[src/rtl/ppit_pkg.sv]
// ============================================================================
// Point-in-polygon test package
// Shared widths, command codes, datapath command struct and saturating adder.
// ============================================================================
package ppit_pkg;

    localparam int COORD_W            = 16;
    localparam int CNT_W              = 5;
    localparam int IDX_W              = 4;
    localparam int CMD_W              = 2;
    localparam int MAX_VERTICES_DEF   = 16;
    localparam int MIN_QUERY_VERTICES = 3;
    localparam int MIN_XLATE_VERTICES = 2;

    localparam logic [CNT_W-1:0] VERTEX_COUNT_RESET = 5'd6;

    localparam logic [CMD_W-1:0] CMD_LOAD  = 2'd0;
    localparam logic [CMD_W-1:0] CMD_XLATE = 2'd1;
    localparam logic [CMD_W-1:0] CMD_QUERY = 2'd2;

    typedef logic signed [COORD_W-1:0] coord_t;

    typedef struct packed {
        logic             capture;
        logic             ld_write;
        logic             rd_en;
        logic             rd_first;
        logic             rd_xlate;
        logic [CNT_W-1:0] rd_cnt;
        logic             hits_clear;
        logic             res_load;
        logic             res_query;
    } dp_cmd_t;

    function automatic coord_t sat_add(input coord_t a, input coord_t b);
        logic signed [COORD_W:0] s;
        coord_t                  r;
        s = {a[COORD_W-1], a} + {b[COORD_W-1], b};
        if (s[COORD_W] != s[COORD_W-1])
        begin
            r = s[COORD_W] ? coord_t'({1'b1, {(COORD_W-1){1'b0}}})
                           : coord_t'({1'b0, {(COORD_W-1){1'b1}}});
        end
        else
        begin
            r = s[COORD_W-1:0];
        end
        return r;
    endfunction

endpackage

[src/rtl/ppit_in_if.sv]
// ============================================================================
// Point-in-polygon command channel
// Valid/ready channel that carries one command word.
// ============================================================================
interface ppit_in_if
    import ppit_pkg::*;
();
    logic             valid;
    logic             ready;
    logic [CMD_W-1:0] command;
    logic [IDX_W-1:0] vertex_index;
    coord_t           coord_x;
    coord_t           coord_y;

    modport source (output valid, command, vertex_index, coord_x, coord_y, input ready);
    modport sink   (input valid, command, vertex_index, coord_x, coord_y, output ready);
endinterface

[src/rtl/ppit_out_if.sv]
// ============================================================================
// Point-in-polygon result channel
// Valid/ready channel that carries one result word.
// ============================================================================
interface ppit_out_if
    import ppit_pkg::*;
();
    logic             valid;
    logic             ready;
    logic             inside_res;
    logic [CNT_W-1:0] crossing_count;

    modport source (output valid, inside_res, crossing_count, input ready);
    modport sink   (input valid, inside_res, crossing_count, output ready);
endinterface

[src/rtl/ppit_datapath.sv]
// ============================================================================
// Point-in-polygon datapath
// Vertex memory, translate write-back and the pipelined edge crossing test.
// ============================================================================
module ppit_datapath
    import ppit_pkg::*;
#(
    parameter int MAX_VERTICES = MAX_VERTICES_DEF
)
(
    input  logic             clk,
    input  logic             rst_n,
    input  dp_cmd_t          dp_cmd,
    input  logic [IDX_W-1:0] vertex_index,
    input  coord_t           coord_x,
    input  coord_t           coord_y,
    output logic             dp_busy,
    output logic             inside_res,
    output logic [CNT_W-1:0] crossing_count
);

    localparam int AW = $clog2(MAX_VERTICES);
    localparam int PW = 2 * (COORD_W + 1);

    coord_t vx_mem [MAX_VERTICES];
    coord_t vy_mem [MAX_VERTICES];

    logic [IDX_W-1:0] idx_reg;
    coord_t           px_reg;
    coord_t           py_reg;

    coord_t           rd_x_reg;
    coord_t           rd_y_reg;
    logic [AW-1:0]    rd_addr_reg;
    logic             rd_vld_reg;
    logic             rd_first_reg;
    logic             rd_xlate_reg;

    coord_t           prev_x_reg;
    coord_t           prev_y_reg;

    logic signed [PW-1:0] lhs_reg;
    logic signed [PW-1:0] rhs_reg;
    logic                 span_reg;
    logic                 dy_pos_reg;
    logic                 prod_vld_reg;

    logic [CNT_W-1:0] hits_reg;
    logic             res_inside_reg;
    logic [CNT_W-1:0] res_count_reg;

    logic [AW-1:0]    rd_addr;
    logic             mem_we;
    logic [AW-1:0]    mem_waddr;
    coord_t           mem_wx;
    coord_t           mem_wy;
    logic             wb_en;
    logic             idx_ok;

    logic signed [COORD_W:0] dy;
    logic signed [COORD_W:0] dx;
    logic signed [COORD_W:0] dxp;
    logic signed [COORD_W:0] dyp;
    logic signed [PW-1:0]    lhs;
    logic signed [PW-1:0]    rhs;
    logic                    spans;
    logic                    edge_vld;
    logic                    crossed;

    assign rd_addr = AW'(dp_cmd.rd_cnt);
    assign idx_ok  = (32'(idx_reg) < MAX_VERTICES);
    assign wb_en   = rd_vld_reg && rd_xlate_reg;

    always_comb
    begin
        mem_we    = 1'b0;
        mem_waddr = AW'(idx_reg);
        mem_wx    = px_reg;
        mem_wy    = py_reg;
        if (wb_en)
        begin
            mem_we    = 1'b1;
            mem_waddr = rd_addr_reg;
            mem_wx    = sat_add(rd_x_reg, px_reg);
            mem_wy    = sat_add(rd_y_reg, py_reg);
        end
        else if (dp_cmd.ld_write && idx_ok)
        begin
            mem_we = 1'b1;
        end
    end

    always_ff @(posedge clk)
    begin
        if (mem_we)
        begin
            vx_mem[mem_waddr] <= mem_wx;
            vy_mem[mem_waddr] <= mem_wy;
        end
        if (dp_cmd.rd_en)
        begin
            rd_x_reg <= vx_mem[rd_addr];
            rd_y_reg <= vy_mem[rd_addr];
        end
    end

    always_ff @(posedge clk)
    begin
        if (dp_cmd.capture)
        begin
            idx_reg <= vertex_index;
            px_reg  <= coord_x;
            py_reg  <= coord_y;
        end
        if (dp_cmd.rd_en)
        begin
            rd_addr_reg  <= rd_addr;
            rd_first_reg <= dp_cmd.rd_first;
            rd_xlate_reg <= dp_cmd.rd_xlate;
        end
        if (rd_vld_reg)
        begin
            prev_x_reg <= rd_x_reg;
            prev_y_reg <= rd_y_reg;
        end
        lhs_reg    <= lhs;
        rhs_reg    <= rhs;
        span_reg   <= edge_vld && spans;
        dy_pos_reg <= !dy[COORD_W];
        if (dp_cmd.res_load)
        begin
            res_inside_reg <= dp_cmd.res_query ? hits_reg[0] : 1'b0;
            res_count_reg  <= dp_cmd.res_query ? hits_reg : '0;
        end
    end

    // Edge stage: the previous vertex is the edge start, the fresh read its end.
    always_comb
    begin
        edge_vld = rd_vld_reg && !rd_first_reg && !rd_xlate_reg;
        spans    = ((prev_y_reg <= py_reg) && (py_reg < rd_y_reg)) ||
                   ((rd_y_reg <= py_reg) && (py_reg < prev_y_reg));
        dy  = {rd_y_reg[COORD_W-1], rd_y_reg} - {prev_y_reg[COORD_W-1], prev_y_reg};
        dx  = {rd_x_reg[COORD_W-1], rd_x_reg} - {prev_x_reg[COORD_W-1], prev_x_reg};
        dxp = {px_reg[COORD_W-1], px_reg} - {prev_x_reg[COORD_W-1], prev_x_reg};
        dyp = {py_reg[COORD_W-1], py_reg} - {prev_y_reg[COORD_W-1], prev_y_reg};
        lhs = dxp * dy;
        rhs = dyp * dx;
    end

    assign crossed = span_reg && (dy_pos_reg ? (lhs_reg < rhs_reg) : (lhs_reg > rhs_reg));

    always_ff @(posedge clk or negedge rst_n)
    begin
        if (!rst_n)
        begin
            rd_vld_reg   <= 1'b0;
            prod_vld_reg <= 1'b0;
            hits_reg     <= '0;
        end
        else
        begin
            rd_vld_reg   <= dp_cmd.rd_en;
            prod_vld_reg <= edge_vld;
            if (dp_cmd.hits_clear)
            begin
                hits_reg <= '0;
            end
            else if (prod_vld_reg && crossed)
            begin
                hits_reg <= hits_reg + 1'b1;
            end
        end
    end

    assign dp_busy        = rd_vld_reg || prod_vld_reg;
    assign inside_res     = res_inside_reg;
    assign crossing_count = res_count_reg;

endmodule

[src/rtl/ppit_ctrl.sv]
// ============================================================================
// Point-in-polygon controller
// Command decode, vertex walk sequencing and result handshake.
// ============================================================================
module ppit_ctrl
    import ppit_pkg::*;
#(
    parameter int MAX_VERTICES = MAX_VERTICES_DEF
)
(
    input  logic             clk,
    input  logic             rst_n,
    input  logic             cfg_we,
    input  logic [CNT_W-1:0] cfg_wdata,
    input  logic             req_valid,
    input  logic [CMD_W-1:0] req_command,
    output logic             req_ready,
    output logic             rsp_valid,
    input  logic             rsp_ready,
    output dp_cmd_t          dp_cmd,
    input  logic             dp_busy
);

    localparam logic [2:0] S_IDLE  = 3'd0;
    localparam logic [2:0] S_LOAD  = 3'd1;
    localparam logic [2:0] S_WALK  = 3'd2;
    localparam logic [2:0] S_DRAIN = 3'd3;
    localparam logic [2:0] S_DONE  = 3'd4;

    logic [2:0]       state_reg;
    logic [2:0]       state_next;
    logic [CMD_W-1:0] cmd_reg;
    logic [CMD_W-1:0] cmd_next;
    logic [CNT_W-1:0] cnt_reg;
    logic [CNT_W-1:0] cnt_next;
    logic [CNT_W-1:0] vcount_reg;
    logic             out_valid_reg;
    logic             out_valid_next;

    logic [CNT_W-1:0] n_act;
    logic             query_ok;
    logic             xlate_ok;
    logic             accept;
    logic             is_xlate;
    logic [CNT_W-1:0] last_cnt;

    assign n_act    = (32'(vcount_reg) < MAX_VERTICES) ? vcount_reg : CNT_W'(MAX_VERTICES);
    assign query_ok = (32'(n_act) >= MIN_QUERY_VERTICES);
    assign xlate_ok = (32'(n_act) >= MIN_XLATE_VERTICES);
    assign accept   = req_valid && req_ready;
    assign is_xlate = (cmd_reg == CMD_XLATE);
    // A query reads one vertex past the end, which wraps to vertex zero.
    assign last_cnt = is_xlate ? (n_act - 1'b1) : n_act;

    assign req_ready = (state_reg == S_IDLE);
    assign rsp_valid = out_valid_reg;

    always_comb
    begin
        state_next     = state_reg;
        cmd_next       = cmd_reg;
        cnt_next       = cnt_reg;
        out_valid_next = out_valid_reg && !rsp_ready;
        dp_cmd         = '0;
        dp_cmd.rd_xlate = is_xlate;
        dp_cmd.rd_first = (cnt_reg == '0);
        dp_cmd.rd_cnt   = (cnt_reg == n_act) ? '0 : cnt_reg;
        case (state_reg)
            S_IDLE:
            begin
                if (accept)
                begin
                    dp_cmd.capture    = 1'b1;
                    dp_cmd.hits_clear = 1'b1;
                    cmd_next          = req_command;
                    cnt_next          = '0;
                    if (req_command == CMD_LOAD)
                    begin
                        state_next = S_LOAD;
                    end
                    else if ((req_command == CMD_XLATE && xlate_ok) ||
                             (req_command == CMD_QUERY && query_ok))
                    begin
                        state_next = S_WALK;
                    end
                    else
                    begin
                        state_next = S_DONE;
                    end
                end
            end
            S_LOAD:
            begin
                dp_cmd.ld_write = 1'b1;
                state_next      = S_DONE;
            end
            S_WALK:
            begin
                dp_cmd.rd_en = 1'b1;
                cnt_next     = cnt_reg + 1'b1;
                if (cnt_reg == last_cnt)
                begin
                    state_next = S_DRAIN;
                end
            end
            S_DRAIN:
            begin
                if (!dp_busy)
                begin
                    state_next = S_DONE;
                end
            end
            S_DONE:
            begin
                if (!out_valid_reg || rsp_ready)
                begin
                    dp_cmd.res_load  = 1'b1;
                    dp_cmd.res_query = (cmd_reg == CMD_QUERY) && query_ok;
                    out_valid_next   = 1'b1;
                    state_next       = S_IDLE;
                end
            end
            default:
            begin
                state_next = S_IDLE;
            end
        endcase
    end

    always_ff @(posedge clk or negedge rst_n)
    begin
        if (!rst_n)
        begin
            state_reg     <= S_IDLE;
            cmd_reg       <= CMD_LOAD;
            cnt_reg       <= '0;
            out_valid_reg <= 1'b0;
            vcount_reg    <= VERTEX_COUNT_RESET;
        end
        else
        begin
            state_reg     <= state_next;
            cmd_reg       <= cmd_next;
            cnt_reg       <= cnt_next;
            out_valid_reg <= out_valid_next;
            if (cfg_we)
            begin
                vcount_reg <= cfg_wdata;
            end
        end
    end

`ifndef ASSERT_OFF
    a_walk_in_range: assert property (@(posedge clk) disable iff (!rst_n)
        (state_reg == S_WALK) |-> (cnt_reg <= n_act))
        else $error("vertex walk ran past the active vertex count");

    a_load_next: assert property (@(posedge clk) disable iff (!rst_n)
        (accept && req_command == CMD_LOAD) |=> (state_reg == S_LOAD))
        else $error("accepted load did not enter the load state");

    a_done_drained: assert property (@(posedge clk) disable iff (!rst_n)
        (state_reg == S_DONE) |-> !dp_busy)
        else $error("result taken while the datapath pipeline is busy");

    a_valid_from_done: assert property (@(posedge clk) disable iff (!rst_n)
        $rose(out_valid_reg) |-> ($past(state_reg) == S_DONE))
        else $error("result valid raised outside the done state");
`endif

endmodule

[src/rtl/polygon_point_inside_test_unit.sv]
// ============================================================================
// Point-in-polygon test unit
// Vertex store with load, saturating translate and crossing-number query.
//
//   Channel    Role   Word contents
//   request    sink   command, vertex_index, coord_x, coord_y
//   response   source inside_res, crossing_count
//   cfg        write  vertex_count (cfg_we, cfg_wdata)
//
// A translate or a query walks the n active vertices; the single read
// port of the vertex memory reads one vertex a cycle. A new word is
// accepted once the previous result sits in the output register, even
// while that result waits.
// Reset clears control state only; the vertex memory holds no reset value.
// ============================================================================
module polygon_point_inside_test_unit
    import ppit_pkg::*;
#(
    parameter int MAX_VERTICES = MAX_VERTICES_DEF
)
(
    input  logic             clk,
    input  logic             rst_n,
    input  logic             cfg_we,
    input  logic [CNT_W-1:0] cfg_wdata,
    ppit_in_if.sink          request,
    ppit_out_if.source       response
);

    dp_cmd_t dp_cmd;
    logic    dp_busy;

    ppit_ctrl #(
        .MAX_VERTICES (MAX_VERTICES)
    ) u_ctrl (
        .clk         (clk),
        .rst_n       (rst_n),
        .cfg_we      (cfg_we),
        .cfg_wdata   (cfg_wdata),
        .req_valid   (request.valid),
        .req_command (request.command),
        .req_ready   (request.ready),
        .rsp_valid   (response.valid),
        .rsp_ready   (response.ready),
        .dp_cmd      (dp_cmd),
        .dp_busy     (dp_busy)
    );

    ppit_datapath #(
        .MAX_VERTICES (MAX_VERTICES)
    ) u_datapath (
        .clk            (clk),
        .rst_n          (rst_n),
        .dp_cmd         (dp_cmd),
        .vertex_index   (request.vertex_index),
        .coord_x        (request.coord_x),
        .coord_y        (request.coord_y),
        .dp_busy        (dp_busy),
        .inside_res     (response.inside_res),
        .crossing_count (response.crossing_count)
    );

endmodule

[src/flat_wrapper.sv]
// flat-port wrapper written by rule: the top's interface ports become plain ports
module polygon_point_inside_test_unit_flat import ppit_pkg::*;
#(
    parameter int MAX_VERTICES = MAX_VERTICES_DEF
)
  (clk, rst_n, cfg_we, cfg_wdata, request_valid, request_command, request_vertex_index, request_coord_x, request_coord_y, request_ready, response_valid, response_inside_res, response_crossing_count, response_ready);
  ppit_in_if request_i ();
  ppit_out_if response_i ();
  input  logic clk;
  input  logic rst_n;
  input  logic cfg_we;
  input  logic [CNT_W-1:0] cfg_wdata;
  input wire logic [$bits(request_i.valid)-1:0] request_valid;
  input wire logic [$bits(request_i.command)-1:0] request_command;
  input wire logic [$bits(request_i.vertex_index)-1:0] request_vertex_index;
  input wire logic [$bits(request_i.coord_x)-1:0] request_coord_x;
  input wire logic [$bits(request_i.coord_y)-1:0] request_coord_y;
  output wire logic [$bits(request_i.ready)-1:0] request_ready;
  output wire logic [$bits(response_i.valid)-1:0] response_valid;
  output wire logic [$bits(response_i.inside_res)-1:0] response_inside_res;
  output wire logic [$bits(response_i.crossing_count)-1:0] response_crossing_count;
  input wire logic [$bits(response_i.ready)-1:0] response_ready;
  assign request_i.valid = request_valid;
  assign request_i.command = request_command;
  assign request_i.vertex_index = request_vertex_index;
  assign request_i.coord_x = request_coord_x;
  assign request_i.coord_y = request_coord_y;
  assign request_ready = request_i.ready;
  assign response_valid = response_i.valid;
  assign response_inside_res = response_i.inside_res;
  assign response_crossing_count = response_i.crossing_count;
  assign response_i.ready = response_ready;
  polygon_point_inside_test_unit #(.MAX_VERTICES(MAX_VERTICES)) u_core (.clk(clk), .rst_n(rst_n), .cfg_we(cfg_we), .cfg_wdata(cfg_wdata), .request(request_i), .response(response_i));
endmodule
[config.mk]
export PLATFORM = sky130hd
export DESIGN_NAME = polygon_point_inside_test_unit_flat
export DESIGN_NICKNAME = d
export VERILOG_FILES = /design/src/rtl/ppit_pkg.sv /design/src/rtl/ppit_in_if.sv /design/src/rtl/ppit_out_if.sv /design/src/rtl/ppit_datapath.sv /design/src/rtl/ppit_ctrl.sv /design/src/rtl/polygon_point_inside_test_unit.sv /design/src/flat_wrapper.sv
export SDC_FILE = /design/constraint.sdc
export NUM_CORES = 2
export LEC_CHECK = 0
export BUFFER_PORTS_ARGS = -buffer_cell sky130_fd_sc_hd__buf_4
export CAP_MARGIN = 25
export CELL_PAD_IN_SITES_DETAIL_PLACEMENT = 0
export CELL_PAD_IN_SITES_GLOBAL_PLACEMENT = 1
export CORE_UTILIZATION = 48
export DETAILED_ROUTE_END_ITERATION = 6
export MAX_ROUTING_LAYER = met4
export PLACE_DENSITY = 0.85
export SYNTH_ARGS = -nofsm -noshare
export SYNTH_HDL_FRONTEND = slang
export SYNTH_SLANG_ARGS = --single-unit
[constraint.sdc]
create_clock -name clk -period 8.6 [get_ports clk]
set_input_delay 1.72 -clock clk [delete_from_list [all_inputs] [get_ports clk]]
set_output_delay 1.72 -clock clk [all_outputs]
set_load 0.03 [all_outputs]
---- Word level (Yosys, flattened, before mapping) ----
Memories as Yosys holds them, arrays and structs flattened. A register that Yosys moved wholly into a read port is not among the register bits.
Index checks and enable logic that the tools add are counted.
storage, ports and cells
  bits in registers ....................... 173
  RAM bits ................................ 512
  word-level logic and storage cells ...... 124
  memories kept ........................... 2
memory list
  memory                    depth  bits a word  read ports  clocked after Yosys merged registers in  write ports  line                 source
  u_core.u_datapath.vx_mem  16     16           1           1                                        1            ppit_datapath.sv:25  coord_t vx_mem [MAX_VERTICES];
  u_core.u_datapath.vy_mem  16     16           1           1                                        1            ppit_datapath.sv:26  coord_t vy_mem [MAX_VERTICES];
cells by class
  $add $sub $neg .......................... 9
  multipliers ............................. 2
  order comparisons ....................... 9
  eq/ne operators ......................... 16
  muxes and demuxes ....................... 34
  reduce and logical (&&, ||, !) cells .... 30
operators with widths
  cell                                                                number
  2-to-1 mux 16 bit                                                   6
  multiplier 17 x 17 -> 34 bit                                        2
  subtractor 16 x 16 -> 17 bit                                        4
  adder 16 x 16 -> 17 bit                                             2
  greater-than comparator 34 bit                                      1
  less-than comparator 34 bit                                         1
  <= comparator 16 bit                                                2
  less-than comparator 16 bit                                         2
  2-to-1 mux 5 bit                                                    5
  2-to-1 mux 3 bit                                                    6
  case mux 3 bit (5 select lines)                                     1
  logical AND 1 bit                                                   13
  2-to-1 mux 1 bit                                                    11
  adder 5 x 1 -> 5 bit (second input constant)                        2
  == test 5 bit                                                       2
  greater-or-equal comparator 5 x 2 -> 1 bit (second input constant)  2
  case mux 5 bit (2 select lines)                                     1
  2-to-1 mux 4 bit                                                    2
  == test 3 x 2 -> 1 bit (second input constant)                      2
  inequality test 2 bit (second input constant)                       3
  zero test 1 bit                                                     5
  zero test 5 bit                                                     1
  less-than comparator 5 bit (second input constant)                  1
  subtractor 5 x 1 -> 5 bit (second input constant)                   1
  other kinds (13)                                                    22

---- Depth between registers and ports, before layout ----
  depth after elaboration ................. 9
  mapped depth ............................ 35
  mapped depth without buffers ............ 34

---- Hierarchy ----
From an unflattened synthesis, not the netlist that was laid out.
unflattened totals
  cells, all modules ...................... 4337
  area, all modules ....................... 53072.2 um2
by module, submodules not included
  module         times used  cells each  area an instance (um2)  sequential area each (um2)
  ppit_datapath  1           4202        51884.8                 20284.5
  ppit_ctrl      1           135         1187.4                  402.9

---- Least setup slack after synthesis ----
No wires, ideal clock.
  path type ............................... register -> register
  start point ............................. register u_core.u_datapath.prev_x_reg[1]
  end point ............................... register u_core.u_datapath.lhs_reg[33]
  setup time .............................. 0.072 ns
  arrival ................................. 8.187 ns
  data required time ...................... 8.528 ns
  setup slack ............................. 0.341 ns
  stages on the path, launching flop included .. 32
  path buffers ............................ 1
  period minus slack after synthesis ...... 8.259 ns
  path through ............................ edfxtp_1 inv_1 ha_1 nor2b_1 o21a_1 o21ai_1 a211oi_1 or3_1 nor3b_1 or4_1 nand3_2 buf_2 nand2_1 fa_1 inv_1 fa_1 fa_1 fa_1 fa_1 inv_1 fa_1 inv_1 ha_1 a21o_1 a21o_1 a2111oi_0 nor3_1 a211o_2 a2111o_1 a21o_1 a21oi_2 xnor2_1
between the ends
  cells in the longest elaborated chain, start to end .. 2
RTL lines
  what                                 line                  source
  start, declared                      ppit_datapath.sv:39   coord_t prev_x_reg;
  start signal, assigned               ppit_datapath.sv:123  prev_x_reg <= rd_x_reg;
  subtractor 16 x 16 -> 17 bit         ppit_datapath.sv:145  dxp = {px_reg[COORD_W-1], px_reg} - {prev_x_reg[COORD_W-1], prev_x_reg};
  multiplier 17 x 17 -> 34 bit         ppit_datapath.sv:147  lhs = dxp * dy;
  named net u_core.u_datapath.lhs[33]  ppit_datapath.sv:64   logic signed [PW-1:0] lhs;
  end signal, assigned                 ppit_datapath.sv:126  lhs_reg <= lhs;
  end, declared                        ppit_datapath.sv:42   logic signed [PW-1:0] lhs_reg;
The timed path passes the listed nets, and every way through them passes these cells.
A chain may end at the register's enable or synchronous reset.

---- Worst setup path after layout ----
  start point ............................. register u_core.u_datapath.prev_y_reg[0]
  end point ............................... register u_core.u_datapath.rhs_reg[29]
between the ends
  cells in the longest elaborated chain, start to end .. 2
RTL lines
  what                                 line                  source
  start, declared                      ppit_datapath.sv:40   coord_t prev_y_reg;
  start signal, assigned               ppit_datapath.sv:124  prev_y_reg <= rd_y_reg;
  subtractor 16 x 16 -> 17 bit         ppit_datapath.sv:146  dyp = {py_reg[COORD_W-1], py_reg} - {prev_y_reg[COORD_W-1], prev_y_reg};
  multiplier 17 x 17 -> 34 bit         ppit_datapath.sv:148  rhs = dyp * dx;
  named net u_core.u_datapath.rhs[29]  ppit_datapath.sv:65   logic signed [PW-1:0] rhs;
  end signal, assigned                 ppit_datapath.sv:127  rhs_reg <= rhs;
  end, declared                        ppit_datapath.sv:43   logic signed [PW-1:0] rhs_reg;
The timed path passes the listed nets, and every way through them passes these cells.

==> metrics.txt <==
hold buffers post-CTS 0; Most Frequent Cell on Critical Path fa_1; WP data required just over 9 ns; final number of hold-violating endpoints 0; syn avg cell area ~11 um^2; Initial Util 0.4851; largest net degree at the start of global routing 165; Rows around 120; Async S/R FF share, synth 0.03212; initial antenna violation count 3; DR iter-0 viols slightly above 3000; Post-Layout Cell Count 6638; Met2 Wirelength 70.54 mm; top cells by area, synth edfxtp_1 34%, fa_1 22%, ha_1 7.4%; Synthesis Warnings 0; Yosys cell types 84; Max Fclk around 120 MHz; worst-case reg-to-reg path depth 30; met3 wire length roughly 11 mm; Area Growth Syn to Fin 11.30%; top-area cell type share of the netlist area 0.3424; Placed Cells approximately 6500; CP Capture Type flop; Die Ht 339.4 um; vias in the first global route 38299; outcome complete, no violations; GRT Util Overall 0.2682; hold depth 0; Clock Latency Late Sink 0.65 ns; Ports 56; top layer in use met4; Vias/cell around 5.7; Hold/Removal Path Class reg2reg; via count roughly 38000; Worst-Margin Slew 1.063 ns; cell count after synthesis slightly below 5000; die area approximately 120000 um^2; fin nets approximately 6000; Largest regs u_core.u_datapath.vx_mem (256), u_core.u_datapath.vy_mem (256); routability cong. between 0.9 and 1; CTS tree done; antenna viol nets, final 0; FF+latch count, synth just over 700; layout cells sized above 1 0.1283; Max Clock Skew ~0.024 ns; fin. max-slew vios 0; HPWL after DPL around 110 mm; maxcap violations 0; first-pass GRT wire length around 230 mm; # port buffers 55; Slowest-stage cell, CP xnor2_1; Max-slew headroom 0.2895; Syn Nets approximately 5900; crit path kind reg2reg; total iterations of the first detailed-routing run 7; WL final 149.6 mm; final hold slack roughly 0.49 ns; synthesized cell area 54640 um^2; endpoints failing setup 0; most common cell after layout, fill and taps aside inv_1; Clock Tree Buf Depth 3; CTS root buffer clkbuf_16; Avg WL per Cell between 20 and 25 um; ys flop type edfxtp_1; die width ~340 um; CP max stage delay just over 0.7 ns; Core Area approximately 110000 um^2; Data arrival, critical path around 9 ns; DRC 0; H-Tree Depth 3; CTS buffer count 75; post-synth top area cell edfxtp_1; Filler cells a little under 10000; Setup crit start kind flop; clock tree sinks 716; post-synthesis sequential area ratio 0.3786; clock slew seen by the registers of the worst setup and hold paths around 0.070 ns; number of flops mapped to enable cells by yosys slightly above 600; Tmin final about 8.3 ns; Max FO, Critical Path 6; Register Area just over 20000 um^2; area of the multi-input gates between 30000 and 40000 um^2; M1 WL between 60 and 70 mm; grt ovf 0; most frequent cells in the layout 754 x inv_1, 623 x edfxtp_1, 595 x fa_1; setup_tns 0 ns; part of the cycle the worst path needs 0.9647
==> worst max-delay path, delay by kind of cell (launching register included) <==
kind | cells | cell delay, ns
flops | 1 | 0.39
xor+xnor | 2 | 0.83
fa+ha+maj | 9 | 4.09
compound gates | 7 | 1.49
buf+inv | 6 | 0.46
simple gates | 6 | 0.99
==> layout make-up <==
cell class	instances	share of cell area
antenna	3	0.0001234
clock buffer	88	0.03236
clock inverter	50	0.009834
inverter	758	0.04678
multi-input combinational	3251	0.5046
sequential	716	0.3403
tap	1500	0.03086
timing repair buffer	272	0.03518
==> Yosys cell counts (all sizes together) (67+ instances only) <==
cell type	instances
a21oi	192
a221oi	67
clkbuf	162
dfxtp	70
edfxtp	623
fa	599
ha	322
inv	758
mux2	166
nand2	460
nor2	350
nor2b	70
o21ai	145
xnor2	125
==> kinds of logic (layout without fill, tap and decap cells) <==
kind of cell | count (synthesis) | in the layout | synth area share
other | 0 | 3 | 0
adders and majority gates | 933 | 933 | 0.2954
xor gates and xnor gates | 168 | 168 | 0.02693
AOI/OAI and AO/OA | 768 | 768 | 0.09578
buffers and inverters | 949 | 1168 | 0.06576
muxes | 203 | 203 | 0.04099
and+or+nand+nor | 1179 | 1179 | 0.09660
DFF | 716 | 716 | 0.3786
==> what timing repair did <==
item	in CTS	in global routing
gates resized for setup	0	53
endpoints found under the setup margin	1	18
pin swaps	1	12
setup buffers	2	10
cloned	0	0
==> routing by layer <==
layer,global-route usage,vias up
met3,0.03965,329
met4,0.1010,0
met1,0.3505,18828
li1,-,16913
met5,-,-
met2,0.4242,1536
==> metrics by stage <==
step / worst slack, ns / utilization / cell area [um^2]
after floorplan: 0.3408 / - / 54640
after global placement: 0.1115 / 0.5143 / 57940
after detailed placement: -0.05985 / 0.5144 / 57950
after CTS: 0.05885 / 0.5373 / 60530
after global routing: -0.09164 / 0.5398 / 60810
final: 0.3036 / 0.5399 / 60820
==> worst paths after layout <==
path	from	endpoint	slack, ns
hold reg to reg	u_core.u_datapath.rd_y_reg[0]	u_core.u_datapath.prev_y_reg[0]	0.49
min in group asynchronous	rst_n	u_core.u_ctrl.vcount_reg[4]	0.96
max in group asynchronous	rst_n	u_core.u_ctrl.vcount_reg[1]	7.35
hold / removal	u_core.u_datapath.rd_y_reg[0]	u_core.u_datapath.prev_y_reg[0]	0.49
setup / recovery	u_core.u_datapath.prev_y_reg[0]	u_core.u_datapath.rhs_reg[29]	0.30
setup reg to reg	u_core.u_datapath.prev_y_reg[0]	u_core.u_datapath.rhs_reg[29]	0.30
Power is not shown: default switching activity piles up to over one toggle a cycle in this logic, so the estimate is an artifact.
